[config.mk]
export PLATFORM = sky130hd
export DESIGN_NAME = i2c_register_access_sequencer
export DESIGN_NICKNAME = d
export VERILOG_FILES = /design/src/rtl/core/i2c_ras_pkg.sv /design/src/rtl/core/i2c_register_access_sequencer.sv
export SDC_FILE = /design/constraint.sdc
export NUM_CORES = 1
export LEC_CHECK = 0
export ABC_AREA = 1
export BUFFER_PORTS_ARGS = -buffer_cell sky130_fd_sc_hd__buf_2
export CAP_MARGIN = 5
export CORE_ASPECT_RATIO = 0.7
export CORE_UTILIZATION = 35
export DETAILED_ROUTE_END_ITERATION = 7
export GPL_TIMING_DRIVEN = 1
export MAX_ROUTING_LAYER = met4
export PLACE_DENSITY = 0.61
export SYNTH_ARGS = -nofsm -noshare
export SYNTH_HDL_FRONTEND = slang
export SYNTH_SLANG_ARGS = --single-unit
[constraint.sdc]
create_clock -name clock -period 2.97 [get_ports clock]
set_input_delay 0.1485 -clock clock [delete_from_list [all_inputs] [get_ports clock]]
set_output_delay 0.1485 -clock clock [all_outputs]
set_load 0.05 [all_outputs]
[src/rtl/core/i2c_ras_pkg.sv]
// ----------------------------------------------------------------------------
// i2c_ras_pkg
// Types and codes for the I2C register access sequencer.
// ----------------------------------------------------------------------------
package i2c_ras_pkg;

   // Command and event codes on the request channel
   localparam logic [2:0] FUNC_READ_BYTE  = 3'd0;
   localparam logic [2:0] FUNC_WRITE      = 3'd1;
   localparam logic [2:0] FUNC_READ_WORD  = 3'd2;
   localparam logic [2:0] FUNC_BUS_DONE   = 3'd3;
   localparam logic [2:0] FUNC_DELAY_DONE = 3'd4;

   // Bus actions on the response channel
   localparam logic [2:0] ACT_START = 3'd0;
   localparam logic [2:0] ACT_SEND  = 3'd1;
   localparam logic [2:0] ACT_RACK  = 3'd2;
   localparam logic [2:0] ACT_RNACK = 3'd3;
   localparam logic [2:0] ACT_STOP  = 3'd4;
   localparam logic [2:0] ACT_WAIT  = 3'd5;
   localparam logic [2:0] ACT_DONE  = 3'd6;

   // Completion error codes
   localparam logic [2:0] ERR_OK         = 3'd0;
   localparam logic [2:0] ERR_START      = 3'd1;
   localparam logic [2:0] ERR_ADDR_WRITE = 3'd2;
   localparam logic [2:0] ERR_REG        = 3'd3;
   localparam logic [2:0] ERR_DATA       = 3'd4;
   localparam logic [2:0] ERR_ADDR_READ  = 3'd5;
   localparam logic [2:0] ERR_VERIFY     = 3'd6;

   // Bus engine status codes (after masking)
   localparam logic [7:0] ST_START   = 8'h08;
   localparam logic [7:0] ST_SLA_ACK = 8'h18;
   localparam logic [7:0] ST_DAT_ACK = 8'h28;
   localparam logic [7:0] ST_SLR_ACK = 8'h40;
   localparam logic [7:0] ST_MASK    = 8'hf8;

   // Register map and reset values
   localparam logic [0:0] REG_DEVICE_ADDRESS = 1'b0;
   localparam logic [0:0] REG_SETTLE_DELAY   = 1'b1;
   localparam logic [6:0] DEVICE_ADDRESS_RST = 7'h60;
   localparam logic [7:0] SETTLE_DELAY_RST   = 8'd30;

   // Result queue depth (one item can produce two results)
   localparam int RSP_DEPTH = 4;

   typedef struct packed {
      logic [2:0] func;
      logic [7:0] reg_addr;
      logic [7:0] write_data;
      logic [7:0] bus_status;
      logic [7:0] rx_byte;
   } req_type;

   typedef struct packed {
      logic [2:0]  action;
      logic [7:0]  tx_byte;
      logic [7:0]  wait_ms;
      logic [15:0] result_data;
      logic [2:0]  error_code;
      logic        last;
   } rsp_type;

endpackage

[src/rtl/core/i2c_register_access_sequencer.sv]
// ----------------------------------------------------------------------------
// i2c_register_access_sequencer
// Register read, word read and verified write sequencing over a byte I2C
// master.
// ----------------------------------------------------------------------------
// Usage:
//   req channel carries commands (read byte, write with verify, read word)
//   and completion events from the bus engine (bus done, delay done).
//   rsp channel carries bus actions (start, send, receive, stop, wait) and a
//   final finished action with read data and an error code.
//   APB port sets the device address and the settle delay between the write
//   and its readback; write it only while no sequence is running.
// Results: the results of an accepted request are registered into the queue, a
//   second result, where there is one, right behind the first; each is offered once the results ahead of it are taken.
// Throughput: one request per cycle. Results wait in a four-entry queue;
//   req_stall rises when fewer than two entries are free, so the rate is
//   set by how fast the receiver drains rsp.
// Reset clears the sequence state, empties the queue and restores the
//   register reset values. While rsp_stall is high the offered result holds
//   and requests keep being taken until fewer than two queue entries are free.
// ----------------------------------------------------------------------------
module i2c_register_access_sequencer #(
   parameter int RspDepth = i2c_ras_pkg::RSP_DEPTH
) (
   input  logic                 clock,
   input  logic                 reset,
   // request channel
   input  logic                 req_valid,
   output logic                 req_stall,
   input  i2c_ras_pkg::req_type req_item,
   // response channel
   output logic                 rsp_valid,
   input  logic                 rsp_stall,
   output i2c_ras_pkg::rsp_type rsp_item,
   // configuration port
   input  logic                 psel,
   input  logic                 penable,
   input  logic                 pwrite,
   input  logic [2:0]           paddr,
   input  logic [31:0]          pwdata,
   output logic [31:0]          prdata,
   output logic                 pready
);
   import i2c_ras_pkg::*;

   localparam int PtrW = $clog2(RspDepth);
   localparam int CntW = $clog2(RspDepth + 1);
   localparam logic [CntW-1:0] AcceptMax = CntW'(RspDepth - 2);

   typedef enum logic [3:0] {
      PH_IDLE, PH_START, PH_ADDRW, PH_REG, PH_DATA, PH_DELAY, PH_RSTART,
      PH_ADDRR, PH_RX1, PH_RX2, PH_VSTART, PH_VADDRW, PH_VREG
   } phase_type;

   // sequence state
   phase_type  phase_ff, phase_in;
   logic [1:0] oper_ff, oper_in;
   logic [7:0] saved_reg_ff, saved_reg_in;
   logic [7:0] saved_data_ff, saved_data_in;
   logic [7:0] low_byte_ff, low_byte_in;

   // configuration registers
   logic [6:0] dev_addr_ff;
   logic [7:0] settle_ff;

   // result queue
   rsp_type             rsp_q_ff [RspDepth];
   logic [PtrW-1:0]     wr_ptr_ff, rd_ptr_ff;
   logic [CntW-1:0]     count_ff;

   logic       req_xfer, rsp_xfer, cfg_wr;
   logic [1:0] n_res;
   rsp_type    res0, res1;
   logic [7:0] st, addr_w;

   function automatic rsp_type mk(logic [2:0] act, logic [7:0] tx, logic [7:0] wt,
                                  logic [15:0] data, logic [2:0] err, logic lst);
      rsp_type r;
      r.action      = act;
      r.tx_byte     = tx;
      r.wait_ms     = wt;
      r.result_data = data;
      r.error_code  = err;
      r.last        = lst;
      return r;
   endfunction

   assign req_stall = (count_ff > AcceptMax);
   assign req_xfer  = req_valid && !req_stall;
   assign rsp_valid = (count_ff != '0);
   assign rsp_xfer  = rsp_valid && !rsp_stall;
   assign rsp_item  = rsp_q_ff[rd_ptr_ff];

   assign st     = req_item.bus_status & ST_MASK;
   assign addr_w = {dev_addr_ff, 1'b0};

   // next state and results for one request
   always_comb begin
      phase_in      = phase_ff;
      oper_in       = oper_ff;
      saved_reg_in  = saved_reg_ff;
      saved_data_in = saved_data_ff;
      low_byte_in   = low_byte_ff;
      n_res         = 2'd0;
      res0          = mk(ACT_START, 8'd0, 8'd0, 16'd0, ERR_OK, 1'b1);
      res1          = mk(ACT_DONE, 8'd0, 8'd0, 16'd0, ERR_OK, 1'b1);

      if (req_item.func == FUNC_READ_BYTE || req_item.func == FUNC_WRITE ||
          req_item.func == FUNC_READ_WORD) begin
         // new command, taken only when idle
         if (phase_ff == PH_IDLE) begin
            oper_in      = req_item.func[1:0];
            saved_reg_in = req_item.reg_addr;
            if (req_item.func == FUNC_WRITE) begin
               saved_data_in = req_item.write_data;
            end
            n_res    = 2'd1;
            phase_in = PH_START;
         end
      end else if (req_item.func == FUNC_DELAY_DONE) begin
         if (phase_ff == PH_DELAY) begin
            n_res    = 2'd1;
            phase_in = PH_VSTART;
         end
      end else if (req_item.func == FUNC_BUS_DONE) begin
         // stop result used by every failing or closing step
         res0 = mk(ACT_STOP, 8'd0, 8'd0, 16'd0, ERR_OK, 1'b0);
         unique case (phase_ff)
            PH_START: begin
               if (oper_ff != FUNC_READ_WORD[1:0] && st != ST_START) begin
                  n_res = 2'd2; res1.error_code = ERR_START; phase_in = PH_IDLE;
               end else begin
                  n_res = 2'd1; res0 = mk(ACT_SEND, addr_w, 8'd0, 16'd0, ERR_OK, 1'b1);
                  phase_in = PH_ADDRW;
               end
            end
            PH_ADDRW: begin
               if (st != ST_SLA_ACK) begin
                  n_res = 2'd2; res1.error_code = ERR_ADDR_WRITE; phase_in = PH_IDLE;
               end else begin
                  n_res = 2'd1;
                  res0 = mk(ACT_SEND, saved_reg_ff, 8'd0, 16'd0, ERR_OK, 1'b1);
                  phase_in = PH_REG;
               end
            end
            PH_REG: begin
               n_res = 2'd1;
               if (st != ST_DAT_ACK) begin
                  n_res = 2'd2; res1.error_code = ERR_REG; phase_in = PH_IDLE;
               end else if (oper_ff == FUNC_WRITE[1:0]) begin
                  res0 = mk(ACT_SEND, saved_data_ff, 8'd0, 16'd0, ERR_OK, 1'b1);
                  phase_in = PH_DATA;
               end else begin
                  res0 = mk(ACT_START, 8'd0, 8'd0, 16'd0, ERR_OK, 1'b1);
                  phase_in = PH_RSTART;
               end
            end
            PH_DATA: begin
               n_res = 2'd2;
               if (st != ST_DAT_ACK) begin
                  res1.error_code = ERR_DATA; phase_in = PH_IDLE;
               end else begin
                  res1 = mk(ACT_WAIT, 8'd0, settle_ff, 16'd0, ERR_OK, 1'b1);
                  phase_in = PH_DELAY;
               end
            end
            PH_VSTART: begin
               if (st != ST_START) begin
                  n_res = 2'd2; res1.error_code = ERR_START; phase_in = PH_IDLE;
               end else begin
                  n_res = 2'd1; res0 = mk(ACT_SEND, addr_w, 8'd0, 16'd0, ERR_OK, 1'b1);
                  phase_in = PH_VADDRW;
               end
            end
            PH_VADDRW: begin
               if (st != ST_SLA_ACK) begin
                  n_res = 2'd2; res1.error_code = ERR_VERIFY; phase_in = PH_IDLE;
               end else begin
                  n_res = 2'd1;
                  res0 = mk(ACT_SEND, saved_reg_ff, 8'd0, 16'd0, ERR_OK, 1'b1);
                  phase_in = PH_VREG;
               end
            end
            PH_VREG: begin
               if (st != ST_DAT_ACK) begin
                  n_res = 2'd2; res1.error_code = ERR_VERIFY; phase_in = PH_IDLE;
               end else begin
                  n_res = 2'd1; res0 = mk(ACT_START, 8'd0, 8'd0, 16'd0, ERR_OK, 1'b1);
                  phase_in = PH_RSTART;
               end
            end
            PH_RSTART: begin
               // repeated start status is not checked
               n_res = 2'd1;
               res0 = mk(ACT_SEND, addr_w | 8'h01, 8'd0, 16'd0, ERR_OK, 1'b1);
               phase_in = PH_ADDRR;
            end
            PH_ADDRR: begin
               if (st != ST_SLR_ACK) begin
                  n_res = 2'd2;
                  res1.error_code = (oper_ff == FUNC_WRITE[1:0]) ? ERR_VERIFY
                                                                  : ERR_ADDR_READ;
                  phase_in = PH_IDLE;
               end else begin
                  n_res = 2'd1;
                  res0 = mk((oper_ff == FUNC_READ_WORD[1:0]) ? ACT_RACK : ACT_RNACK,
                            8'd0, 8'd0, 16'd0, ERR_OK, 1'b1);
                  phase_in = PH_RX1;
               end
            end
            PH_RX1: begin
               if (oper_ff == FUNC_READ_WORD[1:0]) begin
                  n_res = 2'd1;
                  low_byte_in = req_item.rx_byte;
                  res0 = mk(ACT_RNACK, 8'd0, 8'd0, 16'd0, ERR_OK, 1'b1);
                  phase_in = PH_RX2;
               end else begin
                  n_res = 2'd2;
                  res1.result_data = {8'd0, req_item.rx_byte};
                  phase_in = PH_IDLE;
               end
            end
            PH_RX2: begin
               n_res = 2'd2;
               res1.result_data = {req_item.rx_byte, low_byte_ff};
               phase_in = PH_IDLE;
            end
            PH_IDLE, PH_DELAY: begin
               n_res = 2'd0;
            end
            default: begin
               n_res = 2'd0;
            end
         endcase
      end
   end

   // sequence state, queue control and configuration registers
   always_ff @(posedge clock) begin
      if (reset) begin
         phase_ff      <= PH_IDLE;
         oper_ff       <= 2'd0;
         saved_reg_ff  <= 8'd0;
         saved_data_ff <= 8'd0;
         low_byte_ff   <= 8'd0;
         dev_addr_ff   <= DEVICE_ADDRESS_RST;
         settle_ff     <= SETTLE_DELAY_RST;
         wr_ptr_ff     <= '0;
         rd_ptr_ff     <= '0;
         count_ff      <= '0;
      end else begin
         if (req_xfer) begin
            phase_ff      <= phase_in;
            oper_ff       <= oper_in;
            saved_reg_ff  <= saved_reg_in;
            saved_data_ff <= saved_data_in;
            low_byte_ff   <= low_byte_in;
            wr_ptr_ff     <= wr_ptr_ff + PtrW'(n_res);
         end
         if (rsp_xfer) begin
            rd_ptr_ff <= rd_ptr_ff + PtrW'(1);
         end
         count_ff <= count_ff + (req_xfer ? CntW'(n_res) : CntW'(0))
                              - (rsp_xfer ? CntW'(1) : CntW'(0));
         if (cfg_wr) begin
            if (paddr[2] == REG_DEVICE_ADDRESS) begin
               dev_addr_ff <= pwdata[6:0];
            end else begin
               settle_ff <= pwdata[7:0];
            end
         end
      end
   end

   // result queue storage
   always_ff @(posedge clock) begin
      if (req_xfer && n_res != 2'd0) begin
         rsp_q_ff[wr_ptr_ff] <= res0;
      end
      if (req_xfer && n_res == 2'd2) begin
         rsp_q_ff[wr_ptr_ff + PtrW'(1)] <= res1;
      end
   end

   // APB register access
   assign pready = 1'b1;
   assign cfg_wr = psel && penable && pwrite && pready;
   always_comb begin
      if (paddr[2] == REG_DEVICE_ADDRESS) begin
         prdata = {25'd0, dev_addr_ff};
      end else begin
         prdata = {24'd0, settle_ff};
      end
   end

endmodule

==> metrics <==
status=finished with violations; Worst setup SP type=flip-flop; via count=8550; CTS clk-pin slew, worst paths=60 ps; mean number of vias per cell=4.95; Max Freq=369 MHz; Final Hold Fails=0; Async SR Flop Fraction=0; Hold WC Path Type=in2reg; DRC errors left=9; Avg WL per Cell=16.4 µm; Seq cells post-synth=210; cts bufs inserted=21; Post-Layout Inst Area=12100 µm²; Root Buffer=clkbuf_16; Worst slew margin=0.574; Tcrit/Tclk final=0.912; Commonest cells post-synth=211 x nand2_1, 207 x nor2_1, 142 x o21ai_0, 116 x edfxtp_1, 94 x dfxtp_1; largest net degree at the start of global routing=44; setup violators final=0; number of flops mapped to enable cells by yosys=between 100 and 150; Fin Setup TNS=0 ps; Worst setup EP type=flip-flop; top cells by area, synth=edfxtp_1 34%, dfxtp_1 18%, nand2_1 7.8%; most frequent cell after synthesis=nand2_1; CTS tree=done; power density cells=690 nW/µm²; clock buffer depth=3; kind of critical path=reg2reg; DIE AREA=29900 µm²; nets=around 1400; unrepaired setup endpoints after global routing=no; Core Rows=51; initial antenna violation count=0; DR pass1 iterations=7; post-synthesis sequential area ratio=0.525; pre-CTS setup slack=225 ps; most area-hungry cell type in the Yosys netlist=edfxtp_1; syn_area_per_cell=8.45 µm²; Final Max Tran Viols=0; number of DRC markers in iteration 0=about 650; Routed Antenna Nets=0; Tmin final=2710 ps; crit-path max FO=4; post-synth top area share=0.341; height of the die=about 140 µm; Syn Std Cell Area=10200 µm²; Worst-Margin Slew=638 ps; RD Place Congestion=0.849; Syn Inst Count=1210; chip width=206 µm; clk_lat worst skew=510 ps; first-pass GRT wire length=between 40 and 50 mm; ANT cells=0; Peak supply drop=about 0.00046 V; post-place instance area=around 11000 µm²; Post-Route WL=28.3 mm; Ports=151; top_reg_cell synth=edfxtp_1; YS warnings=0; Initial Util=0.361; required time of the critical path=3340 ps; skew final=34.2 ps; post-synth cell types=between 40 and 50; # clock sinks=210; Area growth syn-to-layout=18.9%; violations in the final reports=DRC; GR Overflow Total=0; H-tree Lvls=1; vias in the first global route=8016; layout cell share with drive strength beyond 1=0.194; HPWL after DPL=18.8 mm; I/O Buffers=96; crit path DAT=3080 ps; All-Layer GR Usage=0.196; final worst slack=261 ps; Pleak=4.68 nW; Inst Count DP=1654; Core ar.=28300 µm²; max cap viols=0; final cell count without fillers=1728
[repair_timing]
item | 4_1_cts | 5_1_grt
setup buffers | 0 | 0
setup endpoints to repair | 0 | 1
hold endpoints to repair | 47 | 0
resized for setup | 0 | 3
hold buffers | 36 | 0
[layer usage]
metal,share of wire,global-route usage,vias up
met5,0,-,-
met3,0.060,0.0234,29
met4,0.013,0.0309,0
met1,0.49,0.290,4020
met2,0.44,0.288,255
li1,-,-,4246
[registers in the layout, summed over array words and instances, names as in the netlist, named ones only]
signal	flops
dev_addr_ff	7
rd_ptr_ff	2
phase_ff	4
wr_ptr_ff	2
rsp_q_ff	156
settle_ff	8
saved_reg_ff	8
oper_ff	2
low_byte_ff	8
count_ff	3
saved_data_ff	8
[kinds of logic (layout without fill, tap and decap cells)]
kind of cell	Yosys count	in the layout	share of synthesized area
DFF	210	210	0.525
xor gates and xnor gates	2	2	0.00171
AOI/OAI and AO/OA	245	245	0.128
buffers and inverters	179	303	0.0829
adders and majority gates	5	5	0.00686
and+or+nand+nor	567	567	0.255
other	2	25	0.000735
[cells in the final DEF (no fill, tap or decap), types with 39 or more instances in the layout]
master    count
a21oi_1      46
buf_2        96
dfxtp_1      90
edfxtp_1    116
inv_1        82
nand2_1     211
nand3_1      59
nor2_1      207
nor2_2       39
o21ai_0     142
[power breakdown]
| part | switching, mW | total [mW] | internal (mW) | leakage [nW] |
|---|---|---|---|---|
| Combinational | 1.88 | 2.45 | 0.575 | 2.61 |
| Clock | 1.11 | 2.61 | 1.49 | 0.330 |
| Sequential | 0.0884 | 3.32 | 3.23 | 1.74 |
| Total | 3.08 | 8.38 | 5.30 | 4.68 |
[worst paths after layout]
kind               startpoint                to  slack [ps]  depth (start not counted)
min                   penable    dev_addr_ff[6]         120                          4
min reg2reg  saved_data_ff[6]  saved_data_ff[6]         450                          2
max               phase_ff[0]       count_ff[2]         260                         17
max reg2reg       phase_ff[0]       count_ff[2]         260                         17
[through the flow]
stage          hold WS [ps]  power (mW)  utilization
3_3_place_gp            379        5.80        0.393
4_1_cts                92.6        8.45        0.430
6_report                120        8.38        0.430
2_1_floorplan           275        5.16            -
3_5_place_dp            383        5.81        0.393
5_1_grt                 169        8.77        0.430
[critical path, cell delays in order, from the launching register on]
cell     delay, ps
dfxtp_1        440
nand2_1        100
inv_2           90
nand3_1        110
nor2_1         270
nor2_1          90
nand2_1        110
nor2_4          60
nand2_1        100
nand2_1         60
ha_1           260
inv_1           50
ha_1           130
inv_1           50
fa_1           430
xor2_1         170
inv_1           60
nor2_1          30
[area by class of cell]
type / count / area [µm²]
Clock inverter: 2 / 17.5
Sequential cell: 210 / 5370
Multi-Input combinational cell: 844 / 4100
Timing Repair Buffer: 171 / 1180
Tap cell: 371 / 464
Clock buffer: 36 / 653
Inverter: 94 / 358
Fill cell: 2824 / 16100
(Power assumes the default switching activity.)
